**config.mk**
```make
export PLATFORM = sky130hd
export DESIGN_NAME = acs_front
export DESIGN_NICKNAME = d
export VERILOG_FILES = /design/src/rtl/acs_pkg.sv /design/src/rtl/acs_front.sv
export SDC_FILE = /design/constraint.sdc
export NUM_CORES = 1
export LEC_CHECK = 0
export BUFFER_PORTS_ARGS = -buffer_cell sky130_fd_sc_hd__buf_2
export CAP_MARGIN = 5
export CORE_ASPECT_RATIO = 1.75
export CORE_MARGIN = 5
export CORE_UTILIZATION = 27
export DETAILED_ROUTE_END_ITERATION = 8
export GPL_TIMING_DRIVEN = 1
export PLACE_DENSITY = 0.54
export SLEW_MARGIN = 20
export SYNTH_ARGS = -nofsm -noshare
export SYNTH_HDL_FRONTEND = slang
export SYNTH_SLANG_ARGS = --single-unit
```
**constraint.sdc**
```tcl
create_clock -name aclk -period 3 [get_ports aclk]
set_input_delay 0 -clock aclk [delete_from_list [all_inputs] [get_ports aclk]]
set_output_delay 0 -clock aclk [all_outputs]
set_load 0.005 [all_outputs]
```
**src/rtl/acs_pkg.sv**
```systemverilog
// Package with types, constants and AES helper functions for the CTR stream.
package acs_pkg;

    localparam int BlockBytes = 16;
    localparam int Rounds     = 10;
    localparam int FifoDepth  = 4;
    localparam int CfgIdxW    = 2;

    localparam logic [1:0] REG_KEY_HIGH  = 2'd0;
    localparam logic [1:0] REG_KEY_LOW   = 2'd1;
    localparam logic [1:0] REG_CTR_HIGH  = 2'd2;
    localparam logic [1:0] REG_CTR_LOW   = 2'd3;

    typedef struct packed {
        logic [63:0] data_high;
        logic [63:0] data_low;
        logic [4:0]  valid_bytes;
        logic        restart;
    } in_word_t;

    typedef struct packed {
        logic [63:0] out_high;
        logic [63:0] out_low;
    } out_word_t;

    // Classified word handed from the front part to the cipher pipeline.
    typedef struct packed {
        logic [127:0] data;
        logic [127:0] ctr;
        logic [15:0]  mask;
    } job_t;

    typedef logic [7:0] sbox_t [256];

    localparam sbox_t SBOX = '{
        8'h63,8'h7c,8'h77,8'h7b,8'hf2,8'h6b,8'h6f,8'hc5,8'h30,8'h01,8'h67,8'h2b,8'hfe,8'hd7,8'hab,8'h76,
        8'hca,8'h82,8'hc9,8'h7d,8'hfa,8'h59,8'h47,8'hf0,8'had,8'hd4,8'ha2,8'haf,8'h9c,8'ha4,8'h72,8'hc0,
        8'hb7,8'hfd,8'h93,8'h26,8'h36,8'h3f,8'hf7,8'hcc,8'h34,8'ha5,8'he5,8'hf1,8'h71,8'hd8,8'h31,8'h15,
        8'h04,8'hc7,8'h23,8'hc3,8'h18,8'h96,8'h05,8'h9a,8'h07,8'h12,8'h80,8'he2,8'heb,8'h27,8'hb2,8'h75,
        8'h09,8'h83,8'h2c,8'h1a,8'h1b,8'h6e,8'h5a,8'ha0,8'h52,8'h3b,8'hd6,8'hb3,8'h29,8'he3,8'h2f,8'h84,
        8'h53,8'hd1,8'h00,8'hed,8'h20,8'hfc,8'hb1,8'h5b,8'h6a,8'hcb,8'hbe,8'h39,8'h4a,8'h4c,8'h58,8'hcf,
        8'hd0,8'hef,8'haa,8'hfb,8'h43,8'h4d,8'h33,8'h85,8'h45,8'hf9,8'h02,8'h7f,8'h50,8'h3c,8'h9f,8'ha8,
        8'h51,8'ha3,8'h40,8'h8f,8'h92,8'h9d,8'h38,8'hf5,8'hbc,8'hb6,8'hda,8'h21,8'h10,8'hff,8'hf3,8'hd2,
        8'hcd,8'h0c,8'h13,8'hec,8'h5f,8'h97,8'h44,8'h17,8'hc4,8'ha7,8'h7e,8'h3d,8'h64,8'h5d,8'h19,8'h73,
        8'h60,8'h81,8'h4f,8'hdc,8'h22,8'h2a,8'h90,8'h88,8'h46,8'hee,8'hb8,8'h14,8'hde,8'h5e,8'h0b,8'hdb,
        8'he0,8'h32,8'h3a,8'h0a,8'h49,8'h06,8'h24,8'h5c,8'hc2,8'hd3,8'hac,8'h62,8'h91,8'h95,8'he4,8'h79,
        8'he7,8'hc8,8'h37,8'h6d,8'h8d,8'hd5,8'h4e,8'ha9,8'h6c,8'h56,8'hf4,8'hea,8'h65,8'h7a,8'hae,8'h08,
        8'hba,8'h78,8'h25,8'h2e,8'h1c,8'ha6,8'hb4,8'hc6,8'he8,8'hdd,8'h74,8'h1f,8'h4b,8'hbd,8'h8b,8'h8a,
        8'h70,8'h3e,8'hb5,8'h66,8'h48,8'h03,8'hf6,8'h0e,8'h61,8'h35,8'h57,8'hb9,8'h86,8'hc1,8'h1d,8'h9e,
        8'he1,8'hf8,8'h98,8'h11,8'h69,8'hd9,8'h8e,8'h94,8'h9b,8'h1e,8'h87,8'he9,8'hce,8'h55,8'h28,8'hdf,
        8'h8c,8'ha1,8'h89,8'h0d,8'hbf,8'he6,8'h42,8'h68,8'h41,8'h99,8'h2d,8'h0f,8'hb0,8'h54,8'hbb,8'h16
    };

    function automatic logic [7:0] xt(input logic [7:0] x);
        xt = {x[6:0], 1'b0} ^ (x[7] ? 8'h1b : 8'h00);
    endfunction

    // Byte i of a block sits at bits 127-8i down to 120-8i.
    function automatic logic [7:0] get_byte(input logic [127:0] v, input int i);
        get_byte = v[127 - 8 * i -: 8];
    endfunction

    // One key expansion step: next round key from the current one.
    function automatic logic [127:0] next_key(input logic [127:0] k, input logic [7:0] rc);
        logic [31:0] w0, w1, w2, w3, t;
        w0 = k[127:96];
        w1 = k[95:64];
        w2 = k[63:32];
        w3 = k[31:0];
        t = {SBOX[w3[23:16]] ^ rc, SBOX[w3[15:8]], SBOX[w3[7:0]], SBOX[w3[31:24]]};
        w0 = w0 ^ t;
        w1 = w1 ^ w0;
        w2 = w2 ^ w1;
        w3 = w3 ^ w2;
        next_key = {w0, w1, w2, w3};
    endfunction

    // One cipher round without the round key addition.
    function automatic logic [127:0] round_core(input logic [127:0] s, input logic last);
        logic [7:0] t [16];
        logic [7:0] a0, a1, a2, a3, al;
        logic [127:0] r;
        for (int c = 0; c < 4; c++) begin
            for (int j = 0; j < 4; j++) begin
                t[j + 4 * c] = SBOX[get_byte(s, j + 4 * ((c + j) & 3))];
            end
        end
        if (!last) begin
            for (int c = 0; c < 4; c++) begin
                a0 = t[4 * c];
                a1 = t[4 * c + 1];
                a2 = t[4 * c + 2];
                a3 = t[4 * c + 3];
                al = a0 ^ a1 ^ a2 ^ a3;
                t[4 * c]     = a0 ^ al ^ xt(a0 ^ a1);
                t[4 * c + 1] = a1 ^ al ^ xt(a1 ^ a2);
                t[4 * c + 2] = a2 ^ al ^ xt(a2 ^ a3);
                t[4 * c + 3] = a3 ^ al ^ xt(a3 ^ a0);
            end
        end
        for (int i = 0; i < 16; i++) begin
            r[127 - 8 * i -: 8] = t[i];
        end
        round_core = r;
    endfunction

endpackage

```
**src/rtl/acs_front.sv**
```systemverilog
// Front part: owns the counter, classifies each word and builds a cipher job.
module acs_front (
    input  logic              aclk,
    input  logic              aresetn,
    input  acs_pkg::in_word_t in_word,
    input  logic              take,
    input  logic [127:0]      ctr_init,
    output acs_pkg::job_t     job
);
    import acs_pkg::*;

    logic [127:0] ctr_reg;
    logic [127:0] ctr_next;
    logic [127:0] ctr_use;
    logic [4:0]   nvalid;

    always_comb begin
        ctr_use = in_word.restart ? ctr_init : ctr_reg;
        nvalid  = (in_word.valid_bytes > 5'd16) ? 5'd16 : in_word.valid_bytes;
        for (int i = 0; i < BlockBytes; i++) begin
            job.mask[15 - i] = (5'(i) < nvalid);
        end
        job.data = {in_word.data_high, in_word.data_low};
        job.ctr  = ctr_use;
        ctr_next = (nvalid == 5'd16) ? ctr_use + 128'd1 : ctr_use;
    end

    always_ff @(posedge aclk) begin
        if (!aresetn) begin
            ctr_reg <= '0;
        end else if (take) begin
            ctr_reg <= ctr_next;
        end
    end

endmodule

```
# Yosys cells after proc, flatten, opt, wreduce, memory -nomap -nowiden
# Index checks and enable logic that the tools add are counted.
# totals
reg_bits,128
inputBits,265
out_inout_bits,272
elab_cells,23
# classes
add_sub_neg,1
n_lt_le_gt_ge,17
n_eq_ne,1
mux,3
# ops
op,n
$mux W128,2
$add A128 B1 Y128 const B,1
$lt A4 B5 Y1 const A,8
$lt A3 B5 Y1 const A,4
$lt A1 B5 Y1 const A,2
$lt A2 B5 Y1 const A,2
$eq A5 B5 Y1 const B,1
$gt A5 B5 Y1 const B,1
$mux W5,1

# Logic depth before layout (Yosys ltp)
# depth
depth_word,4
mapped_depth,18
ltp_nobuf,10

# Worst setup path after synthesis
# Ideal clock, no wire load.
# synth_timing
path_kind,input port to flip-flop
start,in in_word[0] (netlist name)
end,reg ctr_reg[90]
setup_ns,0.117
arrival_time_ns,3.166
required_time_ns,2.883
path_slack_ns,-0.283
stages,17
path_buffers,8
path_cell_list,buf_6 -> buf_12 -> buf_8 -> buf_8 -> buf_6 -> buf_2 -> buf_4 -> buf_2 -> mux2_2 -> ha_1 -> nand2_1 -> a21oi_2 -> nand4_1 -> nor4_1 -> or4b_1 -> xnor2_1 -> a22o_1
# synth_rtl
item,line,rtl
from (decl),acs_front.sv:5,"input acs_pkg::in_word_t in_word,"
to (signal assigned),acs_front.sv:32,ctr_reg <= ctr_next;
to (decl),acs_front.sv:12,logic [127:0] ctr_reg;

# Worst setup path in the final report
# layout_timing
start,reg ctr_reg[59]
end,reg ctr_reg[82]
# layout_between
elab_chain_len,3
# layout_lines
item,line,rtl
$mux W128,acs_front.sv:18,ctr_use = in_word.restart ? ctr_init : ctr_reg;
$add A128 B1 Y128,acs_front.sv:25,ctr_next = (nvalid == 5'd16) ? ctr_use + 128'd1 : ctr_use;
$mux W128,acs_front.sv:25,
# Every way passes these cells.
# A chain may end at the register's enable or synchronous reset.

==> impl_metrics.ini <==
[critical_path]
reg2reg_from = ctr_reg[59]
arrival_ns = 3.12
reg2reg_to = ctr_reg[82]
worst_setup_path_end_kind = flip-flop
crit_buf_inv = 2
critPathMaxFanout = 11
crit_family = simple AND/OR/NAND/NOR gates
crit_start = ctr_reg[59]
path_class = flip-flop to flip-flop
cp_slowest_cell = dfxtp_1
cp_common_cell = buf_4
cpPeakStageDelay_ns = 0.46
rr_worst_depth = 9
rrSetupSlack_ns = 0.28
path_depth = 9
path_cells = nand3b_1 -> a22oi_1 -> buf_4 -> nand4_1 -> nor2_1 -> nand2_2 -> buf_4 -> or4_1 -> nand3_1
cp-endpoint = ctr_reg[82]
cp-start-kind = flip-flop
worstPathRequired_ns = 3.39

[timing]
drv_slew = 0
finalCritPeriodShare = 0.907
setup_viol = 0
min_period_ns = 2.72
slew_headroom = 0.466
rsz0062_at_grt = false
finalHoldViolations = 0
fin_worst_skew_ns = 0.0163
setup_tns_ns = 0
worst_slew_pin_slew_ns = 0.801
setup_slack_ns = 0.278
max_freq_ghz = 0.367

[layout]
areaGrowthSynthToFinish_pct = 19.2
nets = 1963
layout-drive-gt1-share = 0.315
final_core_util = 0.325
largest_reg_flops = 128
finalInstanceArea_mm2 = 0.0141
fillers = 4679

[drt]
antenna_left = 0
avgRoutedWirePerCell_um = 25.6
drt-initial-drc-count = 922
num_vias = 12500
postRouteWirelength_um = 58500
vias_per_cell = 5.47
drt-pass1-iter-count = 5
drc_errors = 0

[synthesis]
avgSynthCellArea_um2 = 7.88
yosys-top-cells-count = 169 x nand2_1, 149 x nand3_1, 136 x buf_4
ys.flop_type = dfxtp_1
synth.largest_area_cell = dfxtp_1
synthesis.area_mm2 = 0.0118
yosysSeqAreaShare = 0.217
yosysWarningCount = 0
syn_nets = 1766
synthTopCellsByArea = dfxtp_1 22%, mux2_2 9.0%, buf_4 8.6%
yosysMostFrequentCell = nand2_1
synth-seq-cells = 128
ys_types = 82
synth_edf_count = 0
yosys.area.top_type_share = 0.217
netlist_instances = 1500
async_flop_share = 0

[run]
drv_cap = 0

[global_route]
grt_overflow = 0
grt_max_degree = 55
grt_pass1_wl_um = 83000
grt_pass1_vias = 12500
track_usage = 0.231
antenna_found_initial = 7

[power_and_ir_drop]
switchingPower_w = 0.00163
power_leakage_nw = 5.95
p_seq_frac = 0.360
combPwrFrac = 0.226
power.share.clock = 0.414
netSwitchingFraction = 0.310
p_per_area_mw_per_mm2 = 373
internal_power_w = 0.00362
finalPower_w = 0.00525
vdd_drop_max_mv = 0.266

[placement]
dpl_cell_area_mm2 = 0.0134
port_buffers = 280
gp_congestion = 0.930
pre_cts_ws_ns = 0.142
dp_hpwl_um = 47600

[die]
pin_count = 537
initial_core_util = 0.273
die_area_mm2 = 0.0482
std_cell_rows = 101
dieWidth_um = 168
core_mm2 = 0.0433
fp.dieH_um = 287

[clocking]
tritoncts = yes
cts_max_level = 4
cts_resized = 0
clock_latency_ns = 0.45
max-clock-path-buffers = 2
clock_sinks = 128
clkTransAtPathRegs_ns = 0.07
root_buffer = clkbuf_16
cts_buffers = 17

[min_path]
whs_path_depth = 0
hp-class = input pin to primary output

[outcome]
status = finished clean
## routing by layer
| layer | vias up | wire length (um) | GRT usage |
|---|---|---|---|
| li1 | 5777 | - | - |
| met1 | 5885 | 18300 | 0.204 |
| met2 | 511 | 30300 | 0.425 |
| met3 | 296 | 3360 | 0.0453 |
| met4 | 0 | 6540 | 0.224 |
| met5 | - | 0 | 0 |
## area by class of cell
class                      instances  area, um^2  area share
tap                              566         708      0.0503
sequential                       128        2560       0.182
clock inverter                     5        77.6     0.00551
antenna                            7        17.5     0.00124
inverter                          42         158      0.0112
multi-input combinational       1120        7720       0.549
timing repair buffer             388        2330       0.165
clock buffer                      25         505      0.0359
## worst register-to-register path, cell delays in order, from the launching register on
cell and delay [ns]:
dfxtp_1 0.46, nand3b_1 0.17, a22oi_1 0.27, buf_4 0.18
nand4_1 0.30, nor2_1 0.34, nand2_2 0.24, buf_4 0.23
or4_1 0.40, nand3_1 0.09
## cell families (layout without fill, tap and decap cells)
kind of cell | Yosys count | in the layout | share of synthesized area
and+or+nand+nor | 683 | 683 | 0.326
DFF | 128 | 128 | 0.217
adders and majority gates | 1 | 1 | 0.00106
other | 0 | 7 | 0
muxes | 148 | 148 | 0.135
buffers and inverters | 252 | 460 | 0.133
AOI/OAI and AO/OA | 215 | 215 | 0.134
xor gates and xnor gates | 73 | 73 | 0.0541
## metrics by stage
stage          instances  hold WS (ns)
2_1_floorplan       1500        0.0794
3_3_place_gp        2236     0.0000346
3_5_place_dp        2236     0.0000346
4_1_cts             2274     0.0000346
5_1_grt             2279    0.00000802
6_report            2281    0.00000197
## power by group through the flow
stage / Combinational [W] / Clock [W] / Sequential [W]
floorplan: 0.000796 / 0 / 0.00189
global placement: 0.00117 / 0 / 0.00192
detailed placement: 0.00118 / 0 / 0.00193
CTS: 0.00120 / 0.00220 / 0.00189
global route: 0.00128 / 0.00226 / 0.00190
finish: 0.00119 / 0.00217 / 0.00189
## repair_timing
item / CTS / global route
buffers inserted: 0 / 0
hold buffers: 8 / 0
hold endpoints to repair: 8 / 0
## cells in the final DEF, fill, tap and decap left out, types with 27 or more instances in the layout
master	instances
buf_2	279
nand2_1	167
nand3_1	149
dfxtp_1	128
mux2_2	93
buf_4	93
nand4_1	63
o21ai_0	58
nand3b_1	57
mux2i_1	54
nor2_1	51
inv_1	42
xnor2_1	41
xor2_1	32
nor2b_1	31
a22oi_1	28
and3_1	27
## worst min-delay path by stage
stage               slack (ns)  endpoint          from
finish                0.000002  job[259]  in_word[121]
floorplan                 0.08    job[0]    in_word[5]
CTS                    0.00003  job[157]   in_word[19]
detailed placement     0.00003  job[157]   in_word[19]
global route          0.000008  job[259]  in_word[121]
global placement       0.00003  job[157]   in_word[19]
Note: power is estimated with default switching activity, not from simulation.
