`src/rtl/acs_pkg.sv`:
```
// Package with types, constants and AES helper functions for the CTR stream.
package acs_pkg;

    localparam int BlockBytes = 16;
    localparam int Rounds     = 10;
    localparam int FifoDepth  = 4;
    localparam int CfgIdxW    = 2;

    localparam logic [1:0] REG_KEY_HIGH  = 2'd0;
    localparam logic [1:0] REG_KEY_LOW   = 2'd1;
    localparam logic [1:0] REG_CTR_HIGH  = 2'd2;
    localparam logic [1:0] REG_CTR_LOW   = 2'd3;

    typedef struct packed {
        logic [63:0] data_high;
        logic [63:0] data_low;
        logic [4:0]  valid_bytes;
        logic        restart;
    } in_word_t;

    typedef struct packed {
        logic [63:0] out_high;
        logic [63:0] out_low;
    } out_word_t;

    // Classified word handed from the front part to the cipher pipeline.
    typedef struct packed {
        logic [127:0] data;
        logic [127:0] ctr;
        logic [15:0]  mask;
    } job_t;

    typedef logic [7:0] sbox_t [256];

    localparam sbox_t SBOX = '{
        8'h63,8'h7c,8'h77,8'h7b,8'hf2,8'h6b,8'h6f,8'hc5,8'h30,8'h01,8'h67,8'h2b,8'hfe,8'hd7,8'hab,8'h76,
        8'hca,8'h82,8'hc9,8'h7d,8'hfa,8'h59,8'h47,8'hf0,8'had,8'hd4,8'ha2,8'haf,8'h9c,8'ha4,8'h72,8'hc0,
        8'hb7,8'hfd,8'h93,8'h26,8'h36,8'h3f,8'hf7,8'hcc,8'h34,8'ha5,8'he5,8'hf1,8'h71,8'hd8,8'h31,8'h15,
        8'h04,8'hc7,8'h23,8'hc3,8'h18,8'h96,8'h05,8'h9a,8'h07,8'h12,8'h80,8'he2,8'heb,8'h27,8'hb2,8'h75,
        8'h09,8'h83,8'h2c,8'h1a,8'h1b,8'h6e,8'h5a,8'ha0,8'h52,8'h3b,8'hd6,8'hb3,8'h29,8'he3,8'h2f,8'h84,
        8'h53,8'hd1,8'h00,8'hed,8'h20,8'hfc,8'hb1,8'h5b,8'h6a,8'hcb,8'hbe,8'h39,8'h4a,8'h4c,8'h58,8'hcf,
        8'hd0,8'hef,8'haa,8'hfb,8'h43,8'h4d,8'h33,8'h85,8'h45,8'hf9,8'h02,8'h7f,8'h50,8'h3c,8'h9f,8'ha8,
        8'h51,8'ha3,8'h40,8'h8f,8'h92,8'h9d,8'h38,8'hf5,8'hbc,8'hb6,8'hda,8'h21,8'h10,8'hff,8'hf3,8'hd2,
        8'hcd,8'h0c,8'h13,8'hec,8'h5f,8'h97,8'h44,8'h17,8'hc4,8'ha7,8'h7e,8'h3d,8'h64,8'h5d,8'h19,8'h73,
        8'h60,8'h81,8'h4f,8'hdc,8'h22,8'h2a,8'h90,8'h88,8'h46,8'hee,8'hb8,8'h14,8'hde,8'h5e,8'h0b,8'hdb,
        8'he0,8'h32,8'h3a,8'h0a,8'h49,8'h06,8'h24,8'h5c,8'hc2,8'hd3,8'hac,8'h62,8'h91,8'h95,8'he4,8'h79,
        8'he7,8'hc8,8'h37,8'h6d,8'h8d,8'hd5,8'h4e,8'ha9,8'h6c,8'h56,8'hf4,8'hea,8'h65,8'h7a,8'hae,8'h08,
        8'hba,8'h78,8'h25,8'h2e,8'h1c,8'ha6,8'hb4,8'hc6,8'he8,8'hdd,8'h74,8'h1f,8'h4b,8'hbd,8'h8b,8'h8a,
        8'h70,8'h3e,8'hb5,8'h66,8'h48,8'h03,8'hf6,8'h0e,8'h61,8'h35,8'h57,8'hb9,8'h86,8'hc1,8'h1d,8'h9e,
        8'he1,8'hf8,8'h98,8'h11,8'h69,8'hd9,8'h8e,8'h94,8'h9b,8'h1e,8'h87,8'he9,8'hce,8'h55,8'h28,8'hdf,
        8'h8c,8'ha1,8'h89,8'h0d,8'hbf,8'he6,8'h42,8'h68,8'h41,8'h99,8'h2d,8'h0f,8'hb0,8'h54,8'hbb,8'h16
    };

    function automatic logic [7:0] xt(input logic [7:0] x);
        xt = {x[6:0], 1'b0} ^ (x[7] ? 8'h1b : 8'h00);
    endfunction

    // Byte i of a block sits at bits 127-8i down to 120-8i.
    function automatic logic [7:0] get_byte(input logic [127:0] v, input int i);
        get_byte = v[127 - 8 * i -: 8];
    endfunction

    // One key expansion step: next round key from the current one.
    function automatic logic [127:0] next_key(input logic [127:0] k, input logic [7:0] rc);
        logic [31:0] w0, w1, w2, w3, t;
        w0 = k[127:96];
        w1 = k[95:64];
        w2 = k[63:32];
        w3 = k[31:0];
        t = {SBOX[w3[23:16]] ^ rc, SBOX[w3[15:8]], SBOX[w3[7:0]], SBOX[w3[31:24]]};
        w0 = w0 ^ t;
        w1 = w1 ^ w0;
        w2 = w2 ^ w1;
        w3 = w3 ^ w2;
        next_key = {w0, w1, w2, w3};
    endfunction

    // One cipher round without the round key addition.
    function automatic logic [127:0] round_core(input logic [127:0] s, input logic last);
        logic [7:0] t [16];
        logic [7:0] a0, a1, a2, a3, al;
        logic [127:0] r;
        for (int c = 0; c < 4; c++) begin
            for (int j = 0; j < 4; j++) begin
                t[j + 4 * c] = SBOX[get_byte(s, j + 4 * ((c + j) & 3))];
            end
        end
        if (!last) begin
            for (int c = 0; c < 4; c++) begin
                a0 = t[4 * c];
                a1 = t[4 * c + 1];
                a2 = t[4 * c + 2];
                a3 = t[4 * c + 3];
                al = a0 ^ a1 ^ a2 ^ a3;
                t[4 * c]     = a0 ^ al ^ xt(a0 ^ a1);
                t[4 * c + 1] = a1 ^ al ^ xt(a1 ^ a2);
                t[4 * c + 2] = a2 ^ al ^ xt(a2 ^ a3);
                t[4 * c + 3] = a3 ^ al ^ xt(a3 ^ a0);
            end
        end
        for (int i = 0; i < 16; i++) begin
            r[127 - 8 * i -: 8] = t[i];
        end
        round_core = r;
    endfunction

endpackage

```
`src/rtl/acs_fifo.sv`:
```
// Short queue of cipher jobs between the front part and the cipher pipeline.
module acs_fifo #(
    parameter int Depth = acs_pkg::FifoDepth
) (
    input  logic          aclk,
    input  logic          aresetn,
    input  logic          wr_valid,
    output logic          wr_ready,
    input  acs_pkg::job_t wr_job,
    output logic          rd_valid,
    input  logic          rd_ready,
    output acs_pkg::job_t rd_job
);
    import acs_pkg::*;

    localparam int AW = (Depth > 1) ? $clog2(Depth) : 1;

    job_t          mem_reg [Depth];
    logic [AW-1:0] wp_reg, wp_next, rp_reg, rp_next;
    logic [AW:0]   cnt_reg, cnt_next;
    logic          wr_en, rd_en;

    assign wr_ready = (cnt_reg != (AW+1)'(Depth));
    assign rd_valid = (cnt_reg != '0);
    assign rd_job   = mem_reg[rp_reg];
    assign wr_en    = wr_valid && wr_ready;
    assign rd_en    = rd_valid && rd_ready;

    always_comb begin
        wp_next  = (wp_reg == AW'(Depth - 1)) ? '0 : wp_reg + 1'b1;
        rp_next  = (rp_reg == AW'(Depth - 1)) ? '0 : rp_reg + 1'b1;
        cnt_next = cnt_reg + (AW+1)'(wr_en) - (AW+1)'(rd_en);
    end

    always_ff @(posedge aclk) begin
        if (!aresetn) begin
            wp_reg  <= '0;
            rp_reg  <= '0;
            cnt_reg <= '0;
        end else begin
            if (wr_en) begin
                wp_reg <= wp_next;
            end
            if (rd_en) begin
                rp_reg <= rp_next;
            end
            cnt_reg <= cnt_next;
        end
    end

    always_ff @(posedge aclk) begin
        if (wr_en) begin
            mem_reg[wp_reg] <= wr_job;
        end
    end

endmodule

```
`config.mk`:
```
export PLATFORM = sky130hd
export DESIGN_NAME = acs_fifo
export DESIGN_NICKNAME = d
export VERILOG_FILES = /design/src/rtl/acs_pkg.sv /design/src/rtl/acs_fifo.sv
export SDC_FILE = /design/constraint.sdc
export NUM_CORES = 1
export LEC_CHECK = 0
export BUFFER_PORTS_ARGS = -buffer_cell sky130_fd_sc_hd__buf_2
export CORE_MARGIN = 4
export CORE_UTILIZATION = 40
export CTS_CLUSTER_DIAMETER = 30
export DETAILED_ROUTE_END_ITERATION = 8
export PLACE_DENSITY = 0.55
export REMOVE_ABC_BUFFERS = 1
export SLEW_MARGIN = 20
export SYNTH_ARGS = -nofsm -noshare
export SYNTH_HDL_FRONTEND = slang
export SYNTH_SLANG_ARGS = --single-unit
```
`constraint.sdc`:
```
create_clock -name aclk -period 23.4 [get_ports aclk]
set_input_delay 2.34 -clock aclk [delete_from_list [all_inputs] [get_ports aclk]]
set_output_delay 2.34 -clock aclk [all_outputs]
set_load 0.005 [all_outputs]
```
# --- Yosys cells after proc, flatten, opt, wreduce, memory -nomap -nowiden ---
# Memory sizes are Yosys's and may differ from the RTL's. A register that Yosys moved wholly into a read port is not among the register bits.
# Index checks and enable logic that the tools add are counted.
word_totals:
  ff_bits: 7
  ram_bits: 1088
  inputBits: 276
  memories: 1
memory_table:
  columns: ["memory", "depth", "word_bits", "read_ports", "rd_ports_with_merged_regs", "wr", "line_no", "text"]
  rows:
  - ["mem_reg", 4, 272, 1, 1, 1, "acs_fifo.sv:18", "job_t mem_reg [Depth];"]
classes:
  addsub: 4
  n_eq_ne: 3
  n_mux: 6
  n_reduce_logical: 3
ops:
  columns: ["cell", "count"]
  rows:
  - ["two-way mux 2 bit", 4]
  - ["adder 2 x 1 -> 2 bit (second input constant)", 2]
  - ["equality test 2 bit (second input constant)", 2]
  - ["adder 3 x 1 -> 3 bit", 1]
  - ["inequality test 3 bit (second input constant)", 1]
  - ["nonzero test 3 bit", 1]
  - ["subtractor 3 x 1 -> 3 bit", 1]
  - ["logical AND 1 bit", 2]
  - ["two-way mux 1 bit", 2]

# --- Depth between registers and ports, before layout ---
# Gate-level depths: netlist (run 1).
depth:
  word_depth: 4
  ltp_mapped: 12

# --- Worst setup path after synthesis (run 1) ---
# No wires, ideal clock.
synth_timing:
  kind: "in2reg"
  from: "input wr_valid"
  to: "memory mem_reg[2][0] in the netlist's numbering (enable)"
  setup_time_ps: 669
  arrival_ps: 8582
  path_slack_ps: 14149
  cell_stages: 1
  path_buffers: 0
  cell_sequence: "and3_1"
synth_between:
  elab_chain_len: 3
synth_rtl:
  columns: ["element", "line_no", "text"]
  rows:
  - ["start, declared", "acs_fifo.sv:7", "input logic wr_valid,"]
  - ["logical AND 1 bit", "acs_fifo.sv:26", "assign wr_en = wr_valid && wr_ready;"]
  - ["two-way mux 1 bit", "acs_fifo.sv:52", "if (wr_en) begin"]
  - ["two-way mux 1 bit (implied by the code)", "acs_fifo.sv:53", "mem_reg[wp_reg] <= wr_job;"]
  - ["end, declared", "acs_fifo.sv:18", null]
# Every way passes these cells.

==> impl_metrics.env, run 1 <==
export IMPL_yosysMostFrequentCell="edfxtp_1"
export IMPL_cts_tree="yes"
export IMPL_num_vias=18461
export IMPL_synth_area_mux_share_pct=15.5
export IMPL_synth_top_cell_by_area="edfxtp_1"
export IMPL_whs_ns=0.507
export IMPL_hpwl_um=51000
export IMPL_worst_slack_ns=16.09
export IMPL_syn_inst=1472
export IMPL_crit_path_frequent_cell="buf_4"
export IMPL_stdcell_area_mm2=0.0510
export IMPL_multiInputGateArea_mm2=0.00641
export IMPL_portBuffers=549
export IMPL_path_cells="buf_4 > buf_4 > buf_4 > mux4_2 > buf_2"
export IMPL_synth_area_mm2=0.0396
export IMPL_postPlaceCellArea_mm2=0.0438
export IMPL_timing_fmax_mhz=137
export IMPL_place_gp_congestion=0.750
export IMPL_start_util_pct=40.3
export IMPL_setup_viol=0
export IMPL_worstSkewPairLatency_ns=0.78
export IMPL_fill_cells=7744
export IMPL_synth_edf_count=1088
export IMPL_num_rows=115
export IMPL_ctsResizeCount=0
export IMPL_antenna_found_initial=34
export IMPL_async_reset_ff_share_pct=0
export IMPL_syn_to_final_growth_pct=28.8
export IMPL_slowest_stage="dfxtp_4"
export IMPL_cts_hold_buf=0
export IMPL_tns_ns=0
export IMPL_netlist_top_cells_count="edfxtp_1 (1088), mux4_2 (272), buf_2 (32), buf_1 (16)"
export IMPL_synth_top_family_by_area="multiplexers"
export IMPL_first_global_vias=19815
export IMPL_finClkSkew_ns=0.0447
export IMPL_hold_path_class="reg2reg"
export IMPL_slowest_delay_ns=0.83
export IMPL_crit_fanout=46
export IMPL_drtAntennaViolNets=0
export IMPL_regArea_mm2=0.0329
export IMPL_die_w_um=323
export IMPL_r2r_end="mem_reg[1][198]"
export IMPL_r2r_setup_slack_ns=19.66
export IMPL_wire_per_inst_um=23.2
export IMPL_period_share_pct=31.2
export IMPL_die_h_um=323
export IMPL_avgSynthCellArea_um2=26.9
export IMPL_relSlewSlack_pct=29.8
export IMPL_ctsHtreeMaxLevel=4
export IMPL_yosysTopAreaCellShare_pct=82.5
export IMPL_synth_fa_ha_area_share_pct=0.272
export IMPL_gr_total_overflow=0
export IMPL_grt_pass1_wl_um=127000
export IMPL_firstDrtPassIters=4
export IMPL_synth_xor_area_share_pct=0.0442
export IMPL_cts_setup_buffers=0
export IMPL_cp_required_ns=21.06
export IMPL_grt_max_degree=106
export IMPL_drv_cap=0
export IMPL_r2r_start="cnt_reg[1]"
export IMPL_max_slew_worst_pin_slew_ns=1.05
export IMPL_finalHoldViolCount=0
export IMPL_cts_buffers=210
export IMPL_status="completed"
export IMPL_critPathKind="reg2out"
export IMPL_routed_via_density=5.02
export IMPL_finalWirelength_um=85400
export IMPL_hold_path_endpoint="wp_reg[1]"
export IMPL_final_core_util_pct=51.9
export IMPL_fin_nets=2479
export IMPL_seq_area_frac_synth_pct=82.9
export IMPL_grt_total_usage_pct=16.4
export IMPL_dp_slack_ns=16.58
export IMPL_cts_root_buffer="clkbuf_16"
export IMPL_die_area_mm2=0.104
export IMPL_largest_reg_flops=1088
export IMPL_cp_end_kind="output port"
export IMPL_reg2regPathDepth=4
export IMPL_hp_start="wp_reg[1]"
export IMPL_yosysWarningCount=0
export IMPL_cp_top_family="buffers and inverters"
export IMPL_slew_violations=0
export IMPL_clk_pin_slew_ns=0.05
export IMPL_synth_compound_area_share_pct=0.0569
export IMPL_whs_path_depth=2
export IMPL_core_mm2=0.0983
export IMPL_synth_distinct_cells=25
export IMPL_clockBufferDepth=3
export IMPL_synthTopCellsByArea="edfxtp_1 (82%), mux4_2 (15%), dfxtp_1 (0.45%)"
export IMPL_ys_flop_type="edfxtp_1"
export IMPL_p_leak_uw=0.0173
export IMPL_critPathBufInv=4
export IMPL_first_iter_violations=1069
export IMPL_cp_start_kind="flip-flop"
export IMPL_power_density_mw_per_mm2=124
export IMPL_rsz0062_at_grt="no"
export IMPL_clock_sinks=1097
export IMPL_cp_arrival_ns=4.97
export IMPL_drive_above_1_share_pct=49.8
export IMPL_ios=550
export IMPL_ys_ff_latch=1097
export IMPL_drc_errors=0
export IMPL_finalCriticalPeriod_ns=7.31
export IMPL_ir_drop_v=0.0000802
export IMPL_synth_simple_area_share_pct=0.272
-- layer usage --
layer,vias to the layer above,part of all wire (%),routed length [um],GRT usage (%)
li1,7976,-,-,-
met1,9723,38,32300,19.4
met2,590,52,44500,27.7
met3,146,8.1,6900,6.44
met4,26,1.9,1610,5.03
met5,-,0.19,161,0
-- worst max path at each step --
stage | endpoint | cells past startpoint | slack, ns
after floorplan | rd_job[0] | 1 | 9.11
after detailed placement | rd_job[133] | 5 | 16.58
after global placement | rd_job[118] | 5 | 16.59
after global routing | rd_job[248] | 5 | 15.42
final | rd_job[248] | 5 | 16.09
after CTS | rd_job[248] | 5 | 15.72
-- worst register-to-register path: cells and delay by family (launching register included) --
family,cells,cell delay [ns]
flip-flops,1,0.44
AND/OR/NAND/NOR,2,0.98
buffers and inverters,2,1.86
-- cell type report --
class / instances / share of cell area (%)
inverters: 6 / 0.0442
diodes: 15 / 0.0736
repair buffers: 573 / 5.77
well taps: 1287 / 3.16
clock buffers: 236 / 10.5
clock inverters: 156 / 3.42
multi-input cells: 307 / 12.6
flip-flops and latches: 1097 / 64.4
-- cells in the final DEF (no fill, tap or decap), types with 3 or more instances in the layout --
cell type   Yosys  routed
buf_4           0      23
and3_4          0       4
dfxtp_1         9       7
clkinv_2        0      27
mux4_2        272     272
clkinvlp_4      0      25
clkbuf_1        4      25
diode_2         0      15
and2_1          3       3
inv_1           6       6
clkinv_16       0       8
inv_6           0      20
bufinv_16       0      22
inv_8           0       3
clkinv_1        0      35
clkbuf_16       0     211
edfxtp_1     1088    1088
nand2_1         5       5
ha_1            7       7
clkinv_4        0      12
buf_2          32     549
-- cell families (layout without fill, tap and decap cells) --
| group | after synthesis | in the layout |
|---|---|---|
| flops | 1097 | 1097 |
| compound gates | 4 | 4 |
| xor+xnor | 2 | 2 |
| simple gates | 20 | 20 |
| other cells | 0 | 15 |
| buf+inv | 68 | 971 |
| fa+ha+maj | 8 | 8 |
| mux | 273 | 273 |
-- power breakdown --
group	switching, uW	internal (uW)
combinational	501	471
sequential	58.0	2390
clock	1000	1910
-- stage by stage --
step	total power, uW	std cells
global placement	3480	3270
CTS	6440	3662
finish	6330	3677
floorplan	3280	1410
global route	6610	3664
detailed placement	3490	3270
Note: power is estimated with default switching activity, not from simulation.
==> run 2, diff against run 1 <==
Settings changed: PLACE_DENSITY 0.55 to 0.57.
Clock period 23.4 ns to 6.3 ns, I/O delays scaled along.
==> run 2 against run 1 <==
Total power increased to 3.7 times the previous value. Via count decreased by 0.57%. Worst hold slack got worse by 0.43 ns. Core utilization increased by 0.059 points. Final area increased by 0.11%. Worst setup slack got worse by 14 ns. Largest cell class unchanged. Largest power group unchanged.
==> impl_metrics.env, run 2 (synthesis results as in run 1) <==
export IMPL_status="completed"
export IMPL_num_rows=115
export IMPL_finalCriticalPeriod_ns=3.91
export IMPL_clockBufferDepth=3
export IMPL_rsz0062_at_grt="no"
export IMPL_power_density_mw_per_mm2=461
export IMPL_finalHoldViolCount=0
export IMPL_first_global_vias=19688
export IMPL_ctsResizeCount=0
export IMPL_first_iter_violations=1008
export IMPL_ctsHtreeMaxLevel=4
export IMPL_p_leak_uw=0.0173
export IMPL_slew_violations=0
export IMPL_drc_errors=0
export IMPL_wire_per_inst_um=23.3
export IMPL_cts_hold_buf=3
export IMPL_finClkSkew_ns=0.0304
export IMPL_fin_nets=2471
export IMPL_num_vias=18356
export IMPL_core_mm2=0.0983
export IMPL_drtAntennaViolNets=0
export IMPL_period_share_pct=62.0
export IMPL_cp_end_kind="output port"
export IMPL_cp_start_kind="flip-flop"
export IMPL_syn_to_final_growth_pct=28.9
export IMPL_setup_viol=0
export IMPL_routed_via_density=5.00
export IMPL_crit_fanout=96
export IMPL_portBuffers=549
export IMPL_fill_cells=7710
export IMPL_die_area_mm2=0.104
export IMPL_ir_drop_v=0.000259
export IMPL_cts_buffers=204
export IMPL_critPathKind="reg2out"
export IMPL_cts_root_buffer="clkbuf_16"
export IMPL_finalWirelength_um=85500
export IMPL_place_gp_congestion=0.730
export IMPL_grt_pass1_wl_um=126000
export IMPL_cts_tree="yes"
export IMPL_largest_reg_flops=1088
export IMPL_final_core_util_pct=51.9
export IMPL_firstDrtPassIters=5
export IMPL_start_util_pct=40.3
export IMPL_hold_path_class="in2reg"
export IMPL_gr_total_overflow=0
export IMPL_hpwl_um=49200
export IMPL_drive_above_1_share_pct=49.7
export IMPL_worstSkewPairLatency_ns=0.76
export IMPL_layout_commonest_cell="edfxtp_1"
export IMPL_cp_arrival_ns=3.28
export IMPL_grt_max_degree=147
export IMPL_die_h_um=323
export IMPL_r2r_setup_slack_ns=3.45
export IMPL_cp_required_ns=5.67
export IMPL_grt_total_usage_pct=16.4
export IMPL_drv_cap=0
export IMPL_cts_setup_buffers=0
export IMPL_clk_pin_slew_ns=0.05
export IMPL_relSlewSlack_pct=33.0
export IMPL_ios=550
export IMPL_antenna_found_initial=31
export IMPL_timing_fmax_mhz=256
export IMPL_clock_sinks=1097
export IMPL_finalPower_uw=23500
export IMPL_final_cell_mix="edfxtp_1 (1088), buf_2 (549), mux4_2 (272), clkbuf_16 (208), clkinv_1 (35)"
export IMPL_die_w_um=323
export IMPL_max_slew_worst_pin_slew_ns=1.00
-- run 2: cell type report --
class	count	area [um2]	area share (%)
clock buffers	225	5270	10.3
well taps	1287	1610	3.15
clock inverters	154	1750	3.43
diodes	22	55.1	0.108
inverters	6	22.5	0.0441
multi-input cells	307	6410	12.6
repair buffers	571	3080	6.03
flip-flops and latches	1097	32900	64.4
-- run 2: final timing paths --
kind	start	endpoint	cells after the start
max	flip-flop	rd_job[63]	3
min	wr_job[165]	mem_reg[0][165]	1
max reg2reg	cnt_reg[1]	mem_reg[0][246]	3
min reg2reg	wp_reg[1]	wp_reg[1]	2
-- run 2: where the power goes --
part / leakage [uW] / internal, uW / switching (uW)
registers: 0.0100 / 8870 / 229
logic: 0.00389 / 1770 / 1850
clock network: 0.00333 / 7240 / 3550
-- run 2: through the flow --
| step | hold slack, ns | std cells | cell area (um2) | setup WS, ns | setup TNS (ns) |
|---|---|---|---|---|---|
| floorplan | 0.468 | 1410 | 39300 | -6.28 | -3081.80 |
| global placement | 0.480 | 3264 | 43900 | 3.01 | 0 |
| detailed placement | 0.508 | 3264 | 43900 | 3.02 | 0 |
| CTS | 0.00158 | 3646 | 51000 | 2.19 | 0 |
| global route | 0.0293 | 3655 | 51000 | 2.03 | 0 |
| finish | 0.0821 | 3669 | 51100 | 2.39 | 0 |
-- run 2: per-layer routing --
metal	share of wire (%)	up-vias	track usage (%)
li1	-	7975	-
met1	37	9591	19.2
met2	51	591	26.8
met3	9.3	175	6.99
met4	2.5	24	6.43
met5	0.20	-	0
-- run 2: worst max-delay path, stage by stage, from the launching register on --
cell	delay (ns)
dfxtp_4	0.87
buf_12	0.56
mux4_2	0.59
buf_2	0.16
